File: src/rtl/multi_channel_tachometer_defines.svh
// Assertion macros shared by the tachometer RTL.
`ifndef MULTI_CHANNEL_TACHOMETER_DEFINES_SVH
`define MULTI_CHANNEL_TACHOMETER_DEFINES_SVH

// Same-cycle implication, disabled while reset is high.
`define MCT_ASSERT_NOW(label, clk, rst, ante, cons, msg) \
   label: assert property (@(posedge clk) disable iff (rst) (ante) |-> (cons)) \
      else $error(msg);

// Next-cycle implication, disabled while reset is high.
`define MCT_ASSERT_NEXT(label, clk, rst, ante, cons, msg) \
   label: assert property (@(posedge clk) disable iff (rst) (ante) |=> (cons)) \
      else $error(msg);

`endif

File: src/rtl/mct_pkg.sv
package mct_pkg;

   // Defaults for the top-level parameters
   localparam int CHANNELS_DEF     = 15;
   localparam int COUNTER_BITS_DEF = 16;

   // Fixed field widths
   localparam int SCALE_W   = 24;
   localparam int TIMEOUT_W = 8;
   localparam int CHAN_W    = 4;
   localparam int MASK_W    = 15;
   localparam int STALL_W   = 8;

   // One quotient bit per divider step
   localparam int DIV_STEPS = SCALE_W;
   localparam int STEP_W    = $clog2(DIV_STEPS);

   // Register reset values
   localparam logic [SCALE_W-1:0]   SCALE_RESET   = 24'd120000;
   localparam logic [TIMEOUT_W-1:0] TIMEOUT_RESET = 8'd20;

   // Item function codes
   localparam logic FUNC_CAPTURE = 1'b0;
   localparam logic FUNC_TICK    = 1'b1;

   // Configuration port
   localparam int CSR_ADDR_W = 3;
   localparam int CSR_DATA_W = 32;
   localparam logic REG_SPEED_SCALE = 1'b0;
   localparam logic REG_TIMEOUT     = 1'b1;

   typedef struct packed {
      logic [SCALE_W-1:0]   speed_scale;
      logic [TIMEOUT_W-1:0] timeout_ticks;
   } cfg_type;

   typedef struct packed {
      logic busy;
      logic done;
   } div_status_type;

   typedef enum logic [3:0] {
      S_IDLE = 4'b0001,
      S_DIV  = 4'b0010,
      S_WALK = 4'b0100,
      S_DONE = 4'b1000
   } state_type;

endpackage

File: src/rtl/mct_csr.sv
module mct_csr (
   input  logic                             clock,
   input  logic                             reset,
   input  logic                             psel,
   input  logic                             penable,
   input  logic                             pwrite,
   input  logic [mct_pkg::CSR_ADDR_W-1:0]   paddr,
   input  logic [mct_pkg::CSR_DATA_W-1:0]   pwdata,
   output logic [mct_pkg::CSR_DATA_W-1:0]   prdata,
   output logic                             pready,
   output mct_pkg::cfg_type                 cfg
);

   mct_pkg::cfg_type cfg_ff, cfg_in;
   logic             wr_en;
   logic             reg_sel;

   assign pready  = 1'b1;
   assign wr_en   = psel & penable & pwrite;
   assign reg_sel = paddr[2];

   // Decode the write beat
   always_comb begin
      cfg_in = cfg_ff;
      if (wr_en) begin
         case (reg_sel)
            mct_pkg::REG_SPEED_SCALE: cfg_in.speed_scale   = pwdata[mct_pkg::SCALE_W-1:0];
            mct_pkg::REG_TIMEOUT:     cfg_in.timeout_ticks = pwdata[mct_pkg::TIMEOUT_W-1:0];
            default:                  cfg_in = cfg_ff;
         endcase
      end
   end

   always_ff @(posedge clock) begin
      if (reset) begin
         cfg_ff.speed_scale   <= mct_pkg::SCALE_RESET;
         cfg_ff.timeout_ticks <= mct_pkg::TIMEOUT_RESET;
      end else begin
         cfg_ff <= cfg_in;
      end
   end

   // Read back
   always_comb begin
      case (reg_sel)
         mct_pkg::REG_SPEED_SCALE:
            prdata = {{(mct_pkg::CSR_DATA_W-mct_pkg::SCALE_W){1'b0}}, cfg_ff.speed_scale};
         mct_pkg::REG_TIMEOUT:
            prdata = {{(mct_pkg::CSR_DATA_W-mct_pkg::TIMEOUT_W){1'b0}}, cfg_ff.timeout_ticks};
         default:
            prdata = '0;
      endcase
   end

   assign cfg = cfg_ff;

endmodule

File: src/rtl/mct_divider.sv
`include "multi_channel_tachometer_defines.svh"

module mct_divider #(
   parameter int COUNTER_BITS = mct_pkg::COUNTER_BITS_DEF
) (
   input  logic                          clock,
   input  logic                          reset,
   input  logic                          start,
   input  logic [mct_pkg::SCALE_W-1:0]   dividend,
   input  logic [COUNTER_BITS:0]         divisor,
   output mct_pkg::div_status_type       status,
   output logic [mct_pkg::SCALE_W-1:0]   quotient
);

   localparam int REM_W = COUNTER_BITS + 1;
   localparam logic [mct_pkg::STEP_W-1:0] LAST_STEP = mct_pkg::STEP_W'(mct_pkg::DIV_STEPS - 1);

   logic                          busy_ff, busy_in;
   logic                          done_ff, done_in;
   logic [mct_pkg::STEP_W-1:0]    count_ff, count_in;
   logic [REM_W-1:0]              rem_ff, rem_in;
   logic [mct_pkg::SCALE_W-1:0]   quot_ff, quot_in;
   logic [COUNTER_BITS:0]         div_ff, div_in;
   logic [REM_W:0]                trial;
   logic [REM_W:0]                diff;
   logic                          q_bit;

   // Shift in the next dividend bit and try the subtract
   assign trial = {rem_ff, quot_ff[mct_pkg::SCALE_W-1]};
   assign diff  = trial - {1'b0, div_ff};
   assign q_bit = (trial >= {1'b0, div_ff});

   always_comb begin
      busy_in  = busy_ff;
      done_in  = 1'b0;
      count_in = count_ff;
      rem_in   = rem_ff;
      quot_in  = quot_ff;
      div_in   = div_ff;
      if (start) begin
         busy_in  = 1'b1;
         count_in = '0;
         rem_in   = '0;
         quot_in  = dividend;
         div_in   = divisor;
      end else if (busy_ff) begin
         rem_in   = q_bit ? diff[REM_W-1:0] : trial[REM_W-1:0];
         quot_in  = {quot_ff[mct_pkg::SCALE_W-2:0], q_bit};
         count_in = count_ff + 1'b1;
         if (count_ff == LAST_STEP) begin
            busy_in = 1'b0;
            done_in = 1'b1;
         end
      end
   end

   always_ff @(posedge clock) begin
      if (reset) begin
         busy_ff  <= 1'b0;
         done_ff  <= 1'b0;
         count_ff <= '0;
      end else begin
         busy_ff  <= busy_in;
         done_ff  <= done_in;
         count_ff <= count_in;
      end
      rem_ff  <= rem_in;
      quot_ff <= quot_in;
      div_ff  <= div_in;
   end

   assign status.busy = busy_ff;
   assign status.done = done_ff;
   assign quotient    = quot_ff;

   `MCT_ASSERT_NEXT(a_start_busy, clock, reset, start, busy_ff, "divider did not start")
   `MCT_ASSERT_NEXT(a_last_done, clock, reset, busy_ff && !start && count_ff == LAST_STEP,
                    done_ff && !busy_ff, "divider missed its last step")

endmodule

File: src/rtl/multi_channel_tachometer.sv
// Fifteen-channel input-capture tachometer. A capture beat (func 0) gives the period since
// the channel's previous capture, modulo 2^COUNTER_BITS with a zero difference taken as a
// full wrap, and returns speed = speed_scale / period, truncated; it also clears that
// channel's stall count. A tick beat (func 1) advances every stall count and returns the
// mask of channels that reached timeout_ticks, whose counts are cleared. Captures on a
// channel at or above CHANNELS return speed zero and change nothing. One item is worked
// at a time: req_ready is high only while the sequencer is idle. A capture runs the
// bit-serial restoring divider in S_DIV, then S_DONE loads its result; a tick walks
// one channel's stall count per cycle in S_WALK, then goes to S_DONE. An out-of-range
// capture goes from S_IDLE straight to S_DONE. The result sits in an output register, so
// a new item is taken while the previous result waits. No clearing pass follows reset.
`include "multi_channel_tachometer_defines.svh"

module multi_channel_tachometer #(
   parameter int CHANNELS     = mct_pkg::CHANNELS_DEF,
   parameter int COUNTER_BITS = mct_pkg::COUNTER_BITS_DEF
) (
   input  logic                             clock,
   input  logic                             reset,
   // capture / tick beats
   input  logic                             req_valid,
   output logic                             req_ready,
   input  logic                             req_func,
   input  logic [mct_pkg::CHAN_W-1:0]       req_channel,
   input  logic [COUNTER_BITS-1:0]          req_capture_value,
   // results
   output logic                             rsp_valid,
   input  logic                             rsp_ready,
   output logic [mct_pkg::CHAN_W-1:0]       rsp_out_channel,
   output logic [mct_pkg::SCALE_W-1:0]      rsp_speed,
   output logic [mct_pkg::MASK_W-1:0]       rsp_stopped_mask,
   // configuration
   input  logic                             psel,
   input  logic                             penable,
   input  logic                             pwrite,
   input  logic [mct_pkg::CSR_ADDR_W-1:0]   paddr,
   input  logic [mct_pkg::CSR_DATA_W-1:0]   pwdata,
   output logic [mct_pkg::CSR_DATA_W-1:0]   prdata,
   output logic                             pready
);

   localparam int IDX_W = (CHANNELS > 1) ? $clog2(CHANNELS) : 1;
   localparam int CMP_W = ((IDX_W > mct_pkg::CHAN_W) ? IDX_W : mct_pkg::CHAN_W) + 1;
   localparam logic [IDX_W-1:0] LAST_CH = IDX_W'(CHANNELS - 1);
   localparam logic [mct_pkg::STALL_W-1:0] STALL_MAX = '1;

   mct_pkg::cfg_type          cfg;
   mct_pkg::div_status_type   div_status;
   logic [mct_pkg::SCALE_W-1:0] quotient;

   mct_pkg::state_type        state_ff, state_in;
   logic [mct_pkg::CHAN_W-1:0]  chan_ff, chan_in;
   logic [mct_pkg::SCALE_W-1:0] speed_ff, speed_in;
   logic [mct_pkg::MASK_W-1:0]  mask_ff, mask_in;
   logic [IDX_W-1:0]            walk_ff, walk_in;

   logic [COUNTER_BITS-1:0]     last_cap_ff [CHANNELS];
   logic [COUNTER_BITS-1:0]     last_cap_in [CHANNELS];
   logic [mct_pkg::STALL_W-1:0] stall_ff    [CHANNELS];
   logic [mct_pkg::STALL_W-1:0] stall_in    [CHANNELS];

   logic                        rsp_valid_ff, rsp_valid_in;
   logic [mct_pkg::CHAN_W-1:0]  rsp_chan_ff, rsp_chan_in;
   logic [mct_pkg::SCALE_W-1:0] rsp_speed_ff, rsp_speed_in;
   logic [mct_pkg::MASK_W-1:0]  rsp_mask_ff, rsp_mask_in;

   logic                        req_fire;
   logic [CMP_W-1:0]            chan_wide;
   logic                        chan_ok;
   logic [IDX_W-1:0]            cap_idx;
   logic [COUNTER_BITS-1:0]     cap_diff;
   logic [COUNTER_BITS:0]       period;
   logic                        div_start;
   logic [mct_pkg::STALL_W-1:0] stall_inc;
   logic                        expire;
   logic                        load_rsp;

   mct_csr u_csr (
      .clock   (clock),
      .reset   (reset),
      .psel    (psel),
      .penable (penable),
      .pwrite  (pwrite),
      .paddr   (paddr),
      .pwdata  (pwdata),
      .prdata  (prdata),
      .pready  (pready),
      .cfg     (cfg)
   );

   mct_divider #(
      .COUNTER_BITS (COUNTER_BITS)
   ) u_divider (
      .clock    (clock),
      .reset    (reset),
      .start    (div_start),
      .dividend (cfg.speed_scale),
      .divisor  (period),
      .status   (div_status),
      .quotient (quotient)
   );

   assign req_ready = (state_ff == mct_pkg::S_IDLE);
   assign req_fire  = req_valid & req_ready;

   // Capture path: range check, period with full wrap on equal values
   assign chan_wide = CMP_W'(req_channel);
   assign chan_ok   = (chan_wide < CMP_W'(CHANNELS));
   assign cap_idx   = chan_wide[IDX_W-1:0];
   assign cap_diff  = req_capture_value - last_cap_ff[cap_idx];
   assign period    = {(cap_diff == '0), cap_diff};
   assign div_start = req_fire && (req_func == mct_pkg::FUNC_CAPTURE) && chan_ok;

   // Tick walk: saturating increment and timeout compare for one channel
   assign stall_inc = (stall_ff[walk_ff] == STALL_MAX) ? STALL_MAX : stall_ff[walk_ff] + 1'b1;
   assign expire    = (stall_inc >= cfg.timeout_ticks);

   // A finished result waits in S_DONE and the result register is free this cycle
   assign load_rsp  = (state_ff == mct_pkg::S_DONE) && (!rsp_valid_ff || rsp_ready);

   // Sequencer
   always_comb begin
      state_in    = state_ff;
      chan_in     = chan_ff;
      speed_in    = speed_ff;
      mask_in     = mask_ff;
      walk_in     = walk_ff;
      last_cap_in = last_cap_ff;
      stall_in    = stall_ff;
      case (state_ff)
         mct_pkg::S_IDLE: begin
            if (req_fire) begin
               speed_in = '0;
               mask_in  = '0;
               walk_in  = '0;
               if (req_func == mct_pkg::FUNC_TICK) begin
                  chan_in  = '0;
                  state_in = mct_pkg::S_WALK;
               end else begin
                  chan_in = req_channel;
                  if (chan_ok) begin
                     last_cap_in[cap_idx] = req_capture_value;
                     stall_in[cap_idx]    = '0;
                     state_in             = mct_pkg::S_DIV;
                  end else begin
                     state_in = mct_pkg::S_DONE;
                  end
               end
            end
         end
         mct_pkg::S_DIV: begin
            if (div_status.done) begin
               speed_in = quotient;
               state_in = mct_pkg::S_DONE;
            end
         end
         mct_pkg::S_WALK: begin
            if (expire) begin
               stall_in[walk_ff] = '0;
               if (int'(walk_ff) < mct_pkg::MASK_W) begin
                  mask_in = mask_ff | (mct_pkg::MASK_W'(1) << walk_ff);
               end
            end else begin
               stall_in[walk_ff] = stall_inc;
            end
            walk_in = walk_ff + 1'b1;
            if (walk_ff == LAST_CH) begin
               state_in = mct_pkg::S_DONE;
            end
         end
         mct_pkg::S_DONE: begin
            if (load_rsp) begin
               state_in = mct_pkg::S_IDLE;
            end
         end
         default: begin
            state_in = mct_pkg::S_IDLE;
         end
      endcase
   end

   // Output register: drop the beat once taken, load a finished result
   always_comb begin
      rsp_valid_in = rsp_valid_ff & ~rsp_ready;
      rsp_chan_in  = rsp_chan_ff;
      rsp_speed_in = rsp_speed_ff;
      rsp_mask_in  = rsp_mask_ff;
      if (load_rsp) begin
         rsp_valid_in = 1'b1;
         rsp_chan_in  = chan_ff;
         rsp_speed_in = speed_ff;
         rsp_mask_in  = mask_ff;
      end
   end

   always_ff @(posedge clock) begin
      if (reset) begin
         state_ff     <= mct_pkg::S_IDLE;
         rsp_valid_ff <= 1'b0;
         walk_ff      <= '0;
         for (int c = 0; c < CHANNELS; c++) begin
            last_cap_ff[c] <= '0;
            stall_ff[c]    <= '0;
         end
      end else begin
         state_ff     <= state_in;
         rsp_valid_ff <= rsp_valid_in;
         walk_ff      <= walk_in;
         last_cap_ff  <= last_cap_in;
         stall_ff     <= stall_in;
      end
      chan_ff      <= chan_in;
      speed_ff     <= speed_in;
      mask_ff      <= mask_in;
      rsp_chan_ff  <= rsp_chan_in;
      rsp_speed_ff <= rsp_speed_in;
      rsp_mask_ff  <= rsp_mask_in;
   end

   assign rsp_valid        = rsp_valid_ff;
   assign rsp_out_channel  = rsp_chan_ff;
   assign rsp_speed        = rsp_speed_ff;
   assign rsp_stopped_mask = rsp_mask_ff;

   `MCT_ASSERT_NEXT(a_busy_after_accept, clock, reset, req_fire, !req_ready,
                    "ready stayed high after a beat was taken")
   `MCT_ASSERT_NOW(a_div_running, clock, reset, state_ff == mct_pkg::S_DIV,
                   div_status.busy || div_status.done, "sequencer waits on an idle divider")
   `MCT_ASSERT_NOW(a_tick_result, clock, reset, rsp_valid_ff && rsp_mask_ff != '0,
                   rsp_speed_ff == '0 && rsp_chan_ff == '0, "tick result carries a speed")

endmodule
File: config.mk
export PLATFORM = sky130hd
export DESIGN_NAME = multi_channel_tachometer
export DESIGN_NICKNAME = d
export VERILOG_FILES = /design/src/rtl/mct_pkg.sv /design/src/rtl/mct_csr.sv /design/src/rtl/mct_divider.sv /design/src/rtl/multi_channel_tachometer.sv
export VERILOG_INCLUDE_DIRS = /design/src /design/src/rtl
export SDC_FILE = /design/constraint.sdc
export NUM_CORES = 1
export LEC_CHECK = 0
export ABC_AREA = 1
export BUFFER_PORTS_ARGS = -buffer_cell sky130_fd_sc_hd__buf_2
export CAP_MARGIN = 40
export CORE_MARGIN = 5
export CORE_UTILIZATION = 47
export DETAILED_ROUTE_END_ITERATION = 16
export GPL_TIMING_DRIVEN = 1
export PLACE_DENSITY = 0.75
export RECOVER_POWER = 50
export SLEW_MARGIN = 0
export SYNTH_ARGS = -nofsm -noshare
export SYNTH_HDL_FRONTEND = slang
export SYNTH_SLANG_ARGS = --single-unit
File: constraint.sdc
create_clock -name clock -period 5.7 [get_ports clock]
set_clock_uncertainty 0.1 [all_clocks]
set_input_delay 1.14 -clock clock [delete_from_list [all_inputs] [get_ports clock]]
set_output_delay 1.14 -clock clock [all_outputs]
set_load 0.05 [all_outputs]
* After elaboration in Yosys (flattened, before gate mapping)
Cells that the tools add are included.
** Word-level totals
- Flip-flop bits (word level) :: 552
- Latch bits :: 0
- Bits in writable memories :: 0
- ROM bits :: 0
- Bits of input ports :: 63
- Output and inout bits :: 78
- Logic and storage cells :: 158
- Memories kept :: 0
** Operators by class
- Add/subtract/negate cells :: 5
- Multiply operators :: 0
- Div/mod/pow operators :: 0
- $lt $le $gt $ge :: 8
- Equal/unequal tests :: 15
- Shifts and indexed selects :: 1
- Muxes and demuxes :: 45
- Bitwise logic cells :: 15
- Reduce and logical (&&, ||, !) cells :: 22
** Operators by type and width (count)
- $mux 120 :: 4
- $and 120x120->120 :: 2
- $bwmux 240 :: 1
- $not 120->120 :: 2
- $pmux 120 s2 :: 1
- $bwmux 120 :: 1
- $mux 24 :: 4
- $bmux 16 s4 :: 1
- $demux 16 s4 :: 1
- $demux 8 s4 :: 2
- $pmux 32 s2 :: 1
- $mux 16 :: 3
- $pmux 24 s2 :: 1
- $mux 15 :: 3
- $mux 8 :: 5
- $bmux 8 s4 :: 1
- $pmux 15 s2 :: 1
- $mux 4 :: 7
- $ge 18x17->1 :: 1
- $mux 17 :: 1
- $sub 17x17->17 :: 1
- $logic_not 16->1 :: 1
- $pmux 4 s4 :: 1
- $reduce_and 4->1 :: 4
- other kinds (31) :: 61

* Depth between registers and ports, before layout
Gate-level depths: netlist of run 1.
- Word-level depth :: 11
- Mapped depth :: 31
- Gate-level depth less buffers :: 27

* By module
From an unflattened synthesis of run 1, not the netlist that was laid out.
** Unflattened totals
- Cell total of the unflattened synthesis :: 4170
- Area total of the unflattened synthesis :: 29036.6 um2
** Modules (own cells, without submodules)
- multi_channel_tachometer :: times used 1, cells an instance 3390, area an instance 23475.0 um2, seq. area each 9969.6 um2
- mct_divider :: times used 1, cells an instance 520, area an instance 3908.7 um2, seq. area each 1711.6 um2
- mct_csr :: times used 1, cells an instance 260, area an instance 1652.8 um2, seq. area each 640.6 um2

* Least setup slack after synthesis of run 1
OpenSTA, ideal clock, no wires.
- Path kind :: input to register
- Start :: input req_channel[1] (netlist name)
- End :: register u_divider.div_ff[16] (data pin)
- Arrival time :: 4166 ps
- Required time :: 5462 ps
- Setup slack :: 1296 ps
- Stages :: 19
- Path buffers :: 3
- Cell sequence :: inv_1 nand2_1 clkbuf_1 clkbuf_1 buf_1 o22ai_1 o21ai_0 o2111ai_1 ha_1 fa_1 o21ai_0 a21oi_1 xor2_1 nand2_1 nor2_1 nand3_1 nor3_1 nand3_1 nor2_1
** Between the ends
- Longest elaborated chain between the ends :: 6
** RTL lines
- start: declaration :: RTL line multi_channel_tachometer.sv:24 : input logic [mct_pkg::CHAN_W-1:0] req_channel,
- $not 4->5 (implied by the code) :: RTL line multi_channel_tachometer.sv:110 : assign cap_diff = req_capture_value - last_cap_ff[cap_idx];
- $bmux 16 s4 :: RTL line multi_channel_tachometer.sv:110
- $mux 16 (implied by the code) (2 in series) :: RTL line multi_channel_tachometer.sv:110
- $sub 16x16->16 :: RTL line multi_channel_tachometer.sv:110
- $logic_not 16->1 :: RTL line multi_channel_tachometer.sv:111 : assign period = {(cap_diff == '0), cap_diff};
- net period[16] :: RTL line multi_channel_tachometer.sv:72 : logic [COUNTER_BITS:0] period;
- end signal: assignment :: RTL line mct_divider.sv:69 : div_ff <= div_in;
- end: declaration :: RTL line mct_divider.sv:23 : logic [COUNTER_BITS:0] div_ff, div_in;
The timed path passes the listed nets, and every way through them passes these cells. The select of a mux whose other input is x is not followed.
A chain may end at the register's enable or synchronous reset.

* Final worst setup path of run 1
Same ends and word-level chain as after synthesis.

==> results of run 1 <==
-- cell usage after synthesis, types with 2 or more instances --
| master | number |
|---|---|
| nand2_1 | 848 |
| a21oi_1 | 564 |
| o21ai_0 | 490 |
| inv_1 | 485 |
| dfxtp_1 | 425 |
| nor2_1 | 401 |
| clkbuf_1 | 179 |
| edfxtp_1 | 127 |
| nand3_1 | 95 |
| o22ai_1 | 93 |
| ha_1 | 48 |
| buf_2 | 27 |
| xor2_1 | 22 |
| buf_4 | 19 |
| o211ai_1 | 17 |
| buf_1 | 15 |
| o221ai_1 | 14 |
| nor3_1 | 13 |
| nand2_4 | 10 |
| xnor2_1 | 10 |
| nand4_1 | 7 |
| a21o_1 | 5 |
| a221oi_1 | 5 |
| a22oi_1 | 5 |
| inv_2 | 5 |
| buf_6 | 4 |
| nand3_2 | 4 |
| nor4_1 | 4 |
| a31oi_1 | 3 |
| clkinv_1 | 3 |
| nand2_2 | 3 |
| nor2_2 | 3 |
| a211oi_1 | 2 |
| conb_1 | 2 |
| fa_1 | 2 |
| nand3b_1 | 2 |
| o2111ai_1 | 2 |
| o31ai_1 | 2 |
| o41ai_1 | 2 |
-- cell families after synthesis --
logic type,synth area share
DFF,0.440
xor gates and xnor gates,0.0100
AOI/OAI and AO/OA,0.226
buffers and inverters,0.104
other,0.000268
and+or+nand+nor,0.197
adders and majority gates,0.0229
-- worst min-delay path by stage --
| stage | endpoint | cells after the start | slack [ns] |
|---|---|---|---|
| after detailed placement | rsp_speed[19]$_DFFE_PP_ | 0 | 0.30 |
| final | rsp_speed[0]$_DFFE_PP_ | 0 | 0.31 |
| after CTS | rsp_speed[0]$_DFFE_PP_ | 0 | 0.31 |
| after floorplan | rsp_out_channel[0]$_DFFE_PP_ | 0 | 0.30 |
| after global placement | rsp_speed[19]$_DFFE_PP_ | 0 | 0.30 |
| after global routing | rsp_speed[23]$_DFFE_PP_ | 0 | 0.32 |
-- per-layer routing --
metal	routed length, µm	track usage	vias up
met3	7190	0.0394	154
met4	2650	0.0790	0
li1	-	-	13000
met1	34300	0.329	12000
met2	35400	0.369	1093
met5	0	0	-
-- cell type report --
cell class / instances / share of cell area
antenna: 4 / 0.000323
clock buffer: 80 / 0.0527
clock inverter: 27 / 0.00980
inverter: 493 / 0.0600
multi-input combinational: 2690 / 0.414
sequential: 552 / 0.397
tap: 773 / 0.0312
timing repair buffer: 184 / 0.0351
-- worst max-delay path, delay by kind of cell --
kind,cells,cell delay [ns]
and+or+nand+nor,9,1.95
AOI/OAI and AO/OA,3,0.57
adders and majority gates,1,0.39
buffers and inverters,4,1.02
xor gates and xnor gates,1,0.25
-- sequential cells by signal, summed over array words and instances (netlist names), 5 cells and up --
register / cells
u_divider.quotient: 24
stall_ff: 120
speed_ff: 24
rsp_speed: 24
u_divider.rem_ff: 17
u_csr.cfg: 32
u_divider.count_ff: 5
rsp_stopped_mask: 15
last_cap_ff: 240
u_divider.div_ff: 17
mask_ff: 15
-- stage by stage --
stage / worst slack [ns] / hold slack [ns] / power, W / area, µm² / std cells
2_1_floorplan: 1.30 / 0.300 / 0.00614 / 28000 / 3980
3_3_place_gp: 0.840 / 0.300 / 0.00667 / 29100 / 4687
3_5_place_dp: 0.793 / 0.305 / 0.00673 / 29200 / 4692
4_1_cts: 0.987 / 0.314 / 0.0105 / 31200 / 4799
5_1_grt: 0.370 / 0.323 / 0.0109 / 31000 / 4801
6_report: 0.750 / 0.315 / 0.0105 / 31000 / 4803
-- power by group --
group | internal, W | leakage, nW | switching, W | total [W]
sequential | 0.00438 | 4.62 | 0.000135 | 0.00451
clock | 0.00216 | 0.934 | 0.00165 | 0.00381
combinational | 0.000519 | 5.56 | 0.00163 | 0.00215
==> results.sh, run 1 <==
export IMPL_status="finished, violations left"
export IMPL_violations="capacitance limit, slew limit"
export IMPL_r2r_cells=24
export IMPL_drive_gt1_frac=0.0574
export IMPL_numCtsBuffers=57
export IMPL_timing_setup_tns_ns=0
export IMPL_grt_ovfl_total=0
export IMPL_finalCriticalPeriod_ns=4.95
export IMPL_clock_latency_ns=0.65
export IMPL_final_cell_mix="nand2_1 (846), a21oi_1 (563), o21ai_0 (490), inv_1 (483), dfxtp_1 (424)"
export IMPL_slowest_stage="nand2_1"
export IMPL_cp_startpoint="req_channel[1]"
export IMPL_maxSlewHeadroom=-0.782
export IMPL_ir_drop_mv=0.320
export IMPL_cts_htree_levels=2
export IMPL_synth_edf_count=127
export IMPL_post_cts_setup_buffers=0
export IMPL_ioPinCount=141
export IMPL_rsz0062_at_grt="no"
export IMPL_required_ns=6.09
export IMPL_dpl_hpwl_mm=50.5
export IMPL_cp_endpoint="u_divider.div_ff[16]$_DFFE_PP_"
export IMPL_grtUsageTotal=0.234
export IMPL_p_leak_nw=11.1
export IMPL_cp_max_fo=20
export IMPL_hold_viol=0
export IMPL_hold_path_class="register to register"
export IMPL_clk_path_buf_depth=3
export IMPL_r2r_setup_slack_ns=0.81
export IMPL_via_count=26300
export IMPL_syn_instance_count=3973
export IMPL_powerDensity_nw_per_um2=338
export IMPL_synthArstFlopShare=0
export IMPL_worst_pin_slew_ns=2.67
export IMPL_via_per_inst=5.47
export IMPL_synth_seq_area_share=0.440
export IMPL_cts_resized=0
export IMPL_ys_types=45
export IMPL_drt_initial_drc_count=2946
export IMPL_start_kind="input port"
export IMPL_clk_pin_slew_ns=0.07
export IMPL_first_global_vias=23100
export IMPL_detail_route_antenna_nets=0
export IMPL_place_congestion=0.926
export IMPL_synthFlopType="dfxtp_1"
export IMPL_drv_cap=9
export IMPL_ys_warn_count=0
export IMPL_die_w_um=254
export IMPL_cts_hold_fix_buffers=0
export IMPL_wl_mm=79.6
export IMPL_coreArea_um2=59000
export IMPL_path_class="input port to register"
export IMPL_start_util=0.475
export IMPL_syn_cell_area_um2=28000
export IMPL_port_buffers=121
export IMPL_num_rows=89
export IMPL_antenna_found_initial=2
export IMPL_drtPass1Iterations=6
export IMPL_fmax_mhz=202
export IMPL_r2r_start="walk_ff[0]$_SDFFE_PP0P_"
export IMPL_min_period_over_period=0.868
export IMPL_regArea_um2=12300
export IMPL_synth_top_cell_by_area="dfxtp_1"
export IMPL_cts_tree="done"
export IMPL_layout_nets=4091
export IMPL_holdCritStartpoint="speed_ff[0]$_SDFFCE_PN0P_"
export IMPL_finalMaxSlewViolations=520
export IMPL_critical_path_endpoint_type="register"
export IMPL_yosys_register_bits=552
export IMPL_final_common_cell="nand2_1"
export IMPL_grt_first_pass_wirelength_mm=124
export IMPL_cts_root_buf="clkbuf_16"
export IMPL_area_delta_synth_final_pct=10.7
export IMPL_utilization=0.525
export IMPL_worstReg2RegEnd="mask_ff[6]$_SDFFCE_PN0P_"
export IMPL_die_y_um=254
export IMPL_finalSetupViolations=0
export IMPL_path_cells="clkbuf_1, inv_1, nand2_1, nor2_1, inv_1, o22ai_1, nor3_1, ha_1, a21oi_1, inv_1, a21oi_1, xor2_1, nand2_1, nor2_1, nand3_1, nor3_1, nand3_1, nor2_1"
export IMPL_grt_max_degree=172
export IMPL_multi_input_area_um2=12800
export IMPL_cts_sinks=552
export IMPL_synth_area_leaders="dfxtp_1 (30%), edfxtp_1 (14%), nand2_1 (11%), a21oi_1 (10%), o21ai_0 (8.8%)"
export IMPL_num_fill_cells=5577
export IMPL_cp_arrival_ns=5.34
export IMPL_synth_top_area_share=0.304
export IMPL_max_stage_delay_ns=0.81
export IMPL_drcViolationCount=0
export IMPL_dieArea_um2=64600
export IMPL_avgSynthCellArea_um2=7.05
export IMPL_drt_wirelength_per_cell_um=16.6
Power figures use the tool's default switching activity.
==> run 2: changes to the inputs <==
--- a/config.mk
+++ b/config.mk
@@ -9,8 +9,10 @@
 export ABC_AREA = 1
 export BUFFER_PORTS_ARGS = -buffer_cell sky130_fd_sc_hd__buf_2
 export CAP_MARGIN = 40
+export CORE_ASPECT_RATIO = 2
 export CORE_MARGIN = 5
 export CORE_UTILIZATION = 47
+export CTS_BUF_LIST = sky130_fd_sc_hd__clkbuf_2 sky130_fd_sc_hd__clkbuf_4 sky130_fd_sc_hd__clkbuf_8
 export DETAILED_ROUTE_END_ITERATION = 16
 export GPL_TIMING_DRIVEN = 1
 export PLACE_DENSITY = 0.75
==> constraint.sdc (replaced) <==
create_clock -name clock -period 5.94 [get_ports clock]
set_clock_uncertainty 0.1 [all_clocks]
set_input_delay 1.188 -clock clock [delete_from_list [all_inputs] [get_ports clock]]
set_output_delay 1.188 -clock clock [all_outputs]
set_load 0.05 [all_outputs]
==> run 2 against run 1 <==
Compared with the run above:
- the flow still finishes with violations (capacitance limit, slew limit)
- sequential power fell by 4%
- die area is 0.46% higher
- utilization decreased by 0.57 points
- critical path depth fell by 9
- final cell count rose by 0.67%
- first-iteration DRC count fell by 26%
- clock power fell by 15%
- critical path type is now register to register
- largest power group unchanged
==> results.sh, run 2 (synthesized netlist as in run 1, its figures left out) <==
export IMPL_max_stage_delay_ns=2.20
export IMPL_status="finished, violations left"
export IMPL_min_period_over_period=0.911
export IMPL_required_ns=6.39
export IMPL_numCtsBuffers=79
export IMPL_slowest_stage="clkinvlp_2"
export IMPL_cts_resized=0
export IMPL_clock_latency_ns=0.70
export IMPL_cp_arrival_ns=5.86
export IMPL_critical_path_endpoint_type="register"
export IMPL_path_class="register to register"
export IMPL_hold_end="rsp_out_channel[2]$_DFFE_PP_"
export IMPL_grt_max_degree=149
export IMPL_cp_max_fo=80
export IMPL_first_global_vias=25200
export IMPL_antenna_found_initial=9
export IMPL_dpl_hpwl_mm=57.2
export IMPL_largest_register="last_cap_ff"
export IMPL_cts_root_buf="clkbuf_8"
export IMPL_finalSetupViolations=0
export IMPL_grt_first_pass_wirelength_mm=130
export IMPL_start_util=0.474
export IMPL_cts_tree="done"
export IMPL_post_cts_setup_buffers=0
export IMPL_whs_path_depth=0
export IMPL_area_delta_synth_final_pct=9.68
export IMPL_path_cells="nor2_1, nand3_1, clkinvlp_2, clkbuf_2, buf_12, a21oi_1, nor2_1, o21ai_0, a21oi_1"
export IMPL_fmax_mhz=185
export IMPL_dieArea_um2=64900
export IMPL_ioPinCount=141
export IMPL_r2r_cells=9
export IMPL_num_fill_cells=5821
export IMPL_utilization=0.520
export IMPL_layout_nets=4118
export IMPL_finalMaxSlewViolations=278
export IMPL_worst_pin_slew_ns=2.76
export IMPL_clk_pin_slew_ns=0.08
export IMPL_powerDensity_nw_per_um2=315
export IMPL_timing_setup_tns_ns=0
export IMPL_die_w_um=183
export IMPL_rsz0062_at_grt="no"
export IMPL_detail_route_antenna_nets=0
export IMPL_cts_htree_levels=3
export IMPL_num_rows=126
export IMPL_holdCritStartpoint="chan_ff[2]$_SDFFCE_PP0P_"
export IMPL_ir_drop_mv=0.193
export IMPL_final_common_cell="nand2_1"
export IMPL_coreArea_um2=59100
export IMPL_via_count=26600
export IMPL_hold_path_class="register to register"
export IMPL_die_y_um=355
export IMPL_drtPass1Iterations=7
export IMPL_worstReg2RegEnd="stall_ff[97]$_SDFFE_PP0P_"
export IMPL_cp_startpoint="state_ff[0]$_SDFFE_PP1P_"
export IMPL_drt_initial_drc_count=2188
export IMPL_p_leak_nw=11.0
export IMPL_port_buffers=121
export IMPL_drv_cap=6
export IMPL_violations="capacitance limit, slew limit"
export IMPL_maxSlewHeadroom=-0.849
export IMPL_final_cell_mix="nand2_1 (845), a21oi_1 (563), o21ai_0 (490), inv_1 (483), dfxtp_1 (424)"
export IMPL_grt_ovfl_total=0
export IMPL_r2r_setup_slack_ns=0.53
export IMPL_drcViolationCount=0
export IMPL_cts_sinks=552
export IMPL_start_kind="register"
export IMPL_hold_viol=0
export IMPL_largest_reg_flops=240
export IMPL_via_per_inst=5.49
export IMPL_wl_mm=83.2
export IMPL_drt_wirelength_per_cell_um=17.2
export IMPL_r2r_start="state_ff[0]$_SDFFE_PP1P_"
export IMPL_drive_gt1_frac=0.0679
export IMPL_finalCriticalPeriod_ns=5.41
export IMPL_place_congestion=0.997
export IMPL_cts_hold_fix_buffers=0
export IMPL_grtUsageTotal=0.247
export IMPL_clk_path_buf_depth=3
-- run 2: cell types whose count changed in the layout (fill, tap and decap cells not counted), sizes merged --
cell,previous run,this run
diode,4,5
clkinv,18,13
clkbuf,159,201
bufinv,3,2
clkinvlp,6,4
buf,105,107
-- run 2: where the power goes --
part           leakage (nW)  total, W  internal (W)  switching, W
Combinational          5.54   0.00209      0.000508       0.00158
Sequential             4.62   0.00434       0.00420      0.000135
Clock                 0.887   0.00325       0.00171       0.00154
-- run 2: worst max path at each step --
stage	endpoint	slack [ns]	cells past startpoint
after floorplan	u_divider.div_ff[16]$_DFFE_PP_	1.49	19
after global placement	u_divider.div_ff[16]$_DFFE_PP_	0.88	17
after detailed placement	u_divider.div_ff[16]$_DFFE_PP_	0.83	17
after CTS	stall_ff[31]$_SDFFE_PP0P_	0.83	27
after global routing	stall_ff[114]$_SDFFE_PP0P_	0.14	9
final	stall_ff[97]$_SDFFE_PP0P_	0.53	9
-- run 2: critical path: cells and delay by family, from the launching register on --
kind | cells | cell delay, ns
AOI/OAI and AO/OA | 3 | 0.54
DFF | 1 | 0.39
and+or+nand+nor | 3 | 0.46
buffers and inverters | 3 | 3.74
-- run 2: layout make-up --
| cell class | instances | area, µm² | area share |
|---|---|---|---|
| diodes | 5 | 12.5 | 0.000407 |
| clock buffers | 119 | 1490 | 0.0486 |
| repair buffers | 189 | 1050 | 0.0343 |
| flip-flops and latches | 552 | 12300 | 0.401 |
| clock inverters | 19 | 196 | 0.00639 |
| well taps | 768 | 961 | 0.0313 |
| inverters | 493 | 1860 | 0.0604 |
| multi-input cells | 2690 | 12800 | 0.418 |
-- run 2: metrics by stage --
stage / instances / setup WS, ns / hold slack, ns / power (W) / cell area (µm²)
after global routing: 4832 / 0.143 / 0.324 / 0.0101 / 30700
after floorplan: 3980 / 1.49 / 0.300 / 0.00589 / 28000
after global placement: 4689 / 0.877 / 0.303 / 0.00644 / 29100
after CTS: 4830 / 0.825 / 0.318 / 0.00972 / 30900
after detailed placement: 4692 / 0.833 / 0.305 / 0.00648 / 29200
final: 4835 / 0.528 / 0.309 / 0.00968 / 30700
-- run 2: routing by layer --
metal | vias to the layer above | GRT usage | share of wire | wire, µm
met2 | 974 | 0.451 | 0.51 | 42200
met5 | - | 0 | 0.00093 | 77
met4 | 10 | 0.171 | 0.075 | 6280
met1 | 12200 | 0.255 | 0.35 | 29500
met3 | 346 | 0.0394 | 0.062 | 5160
li1 | 13100 | - | - | -
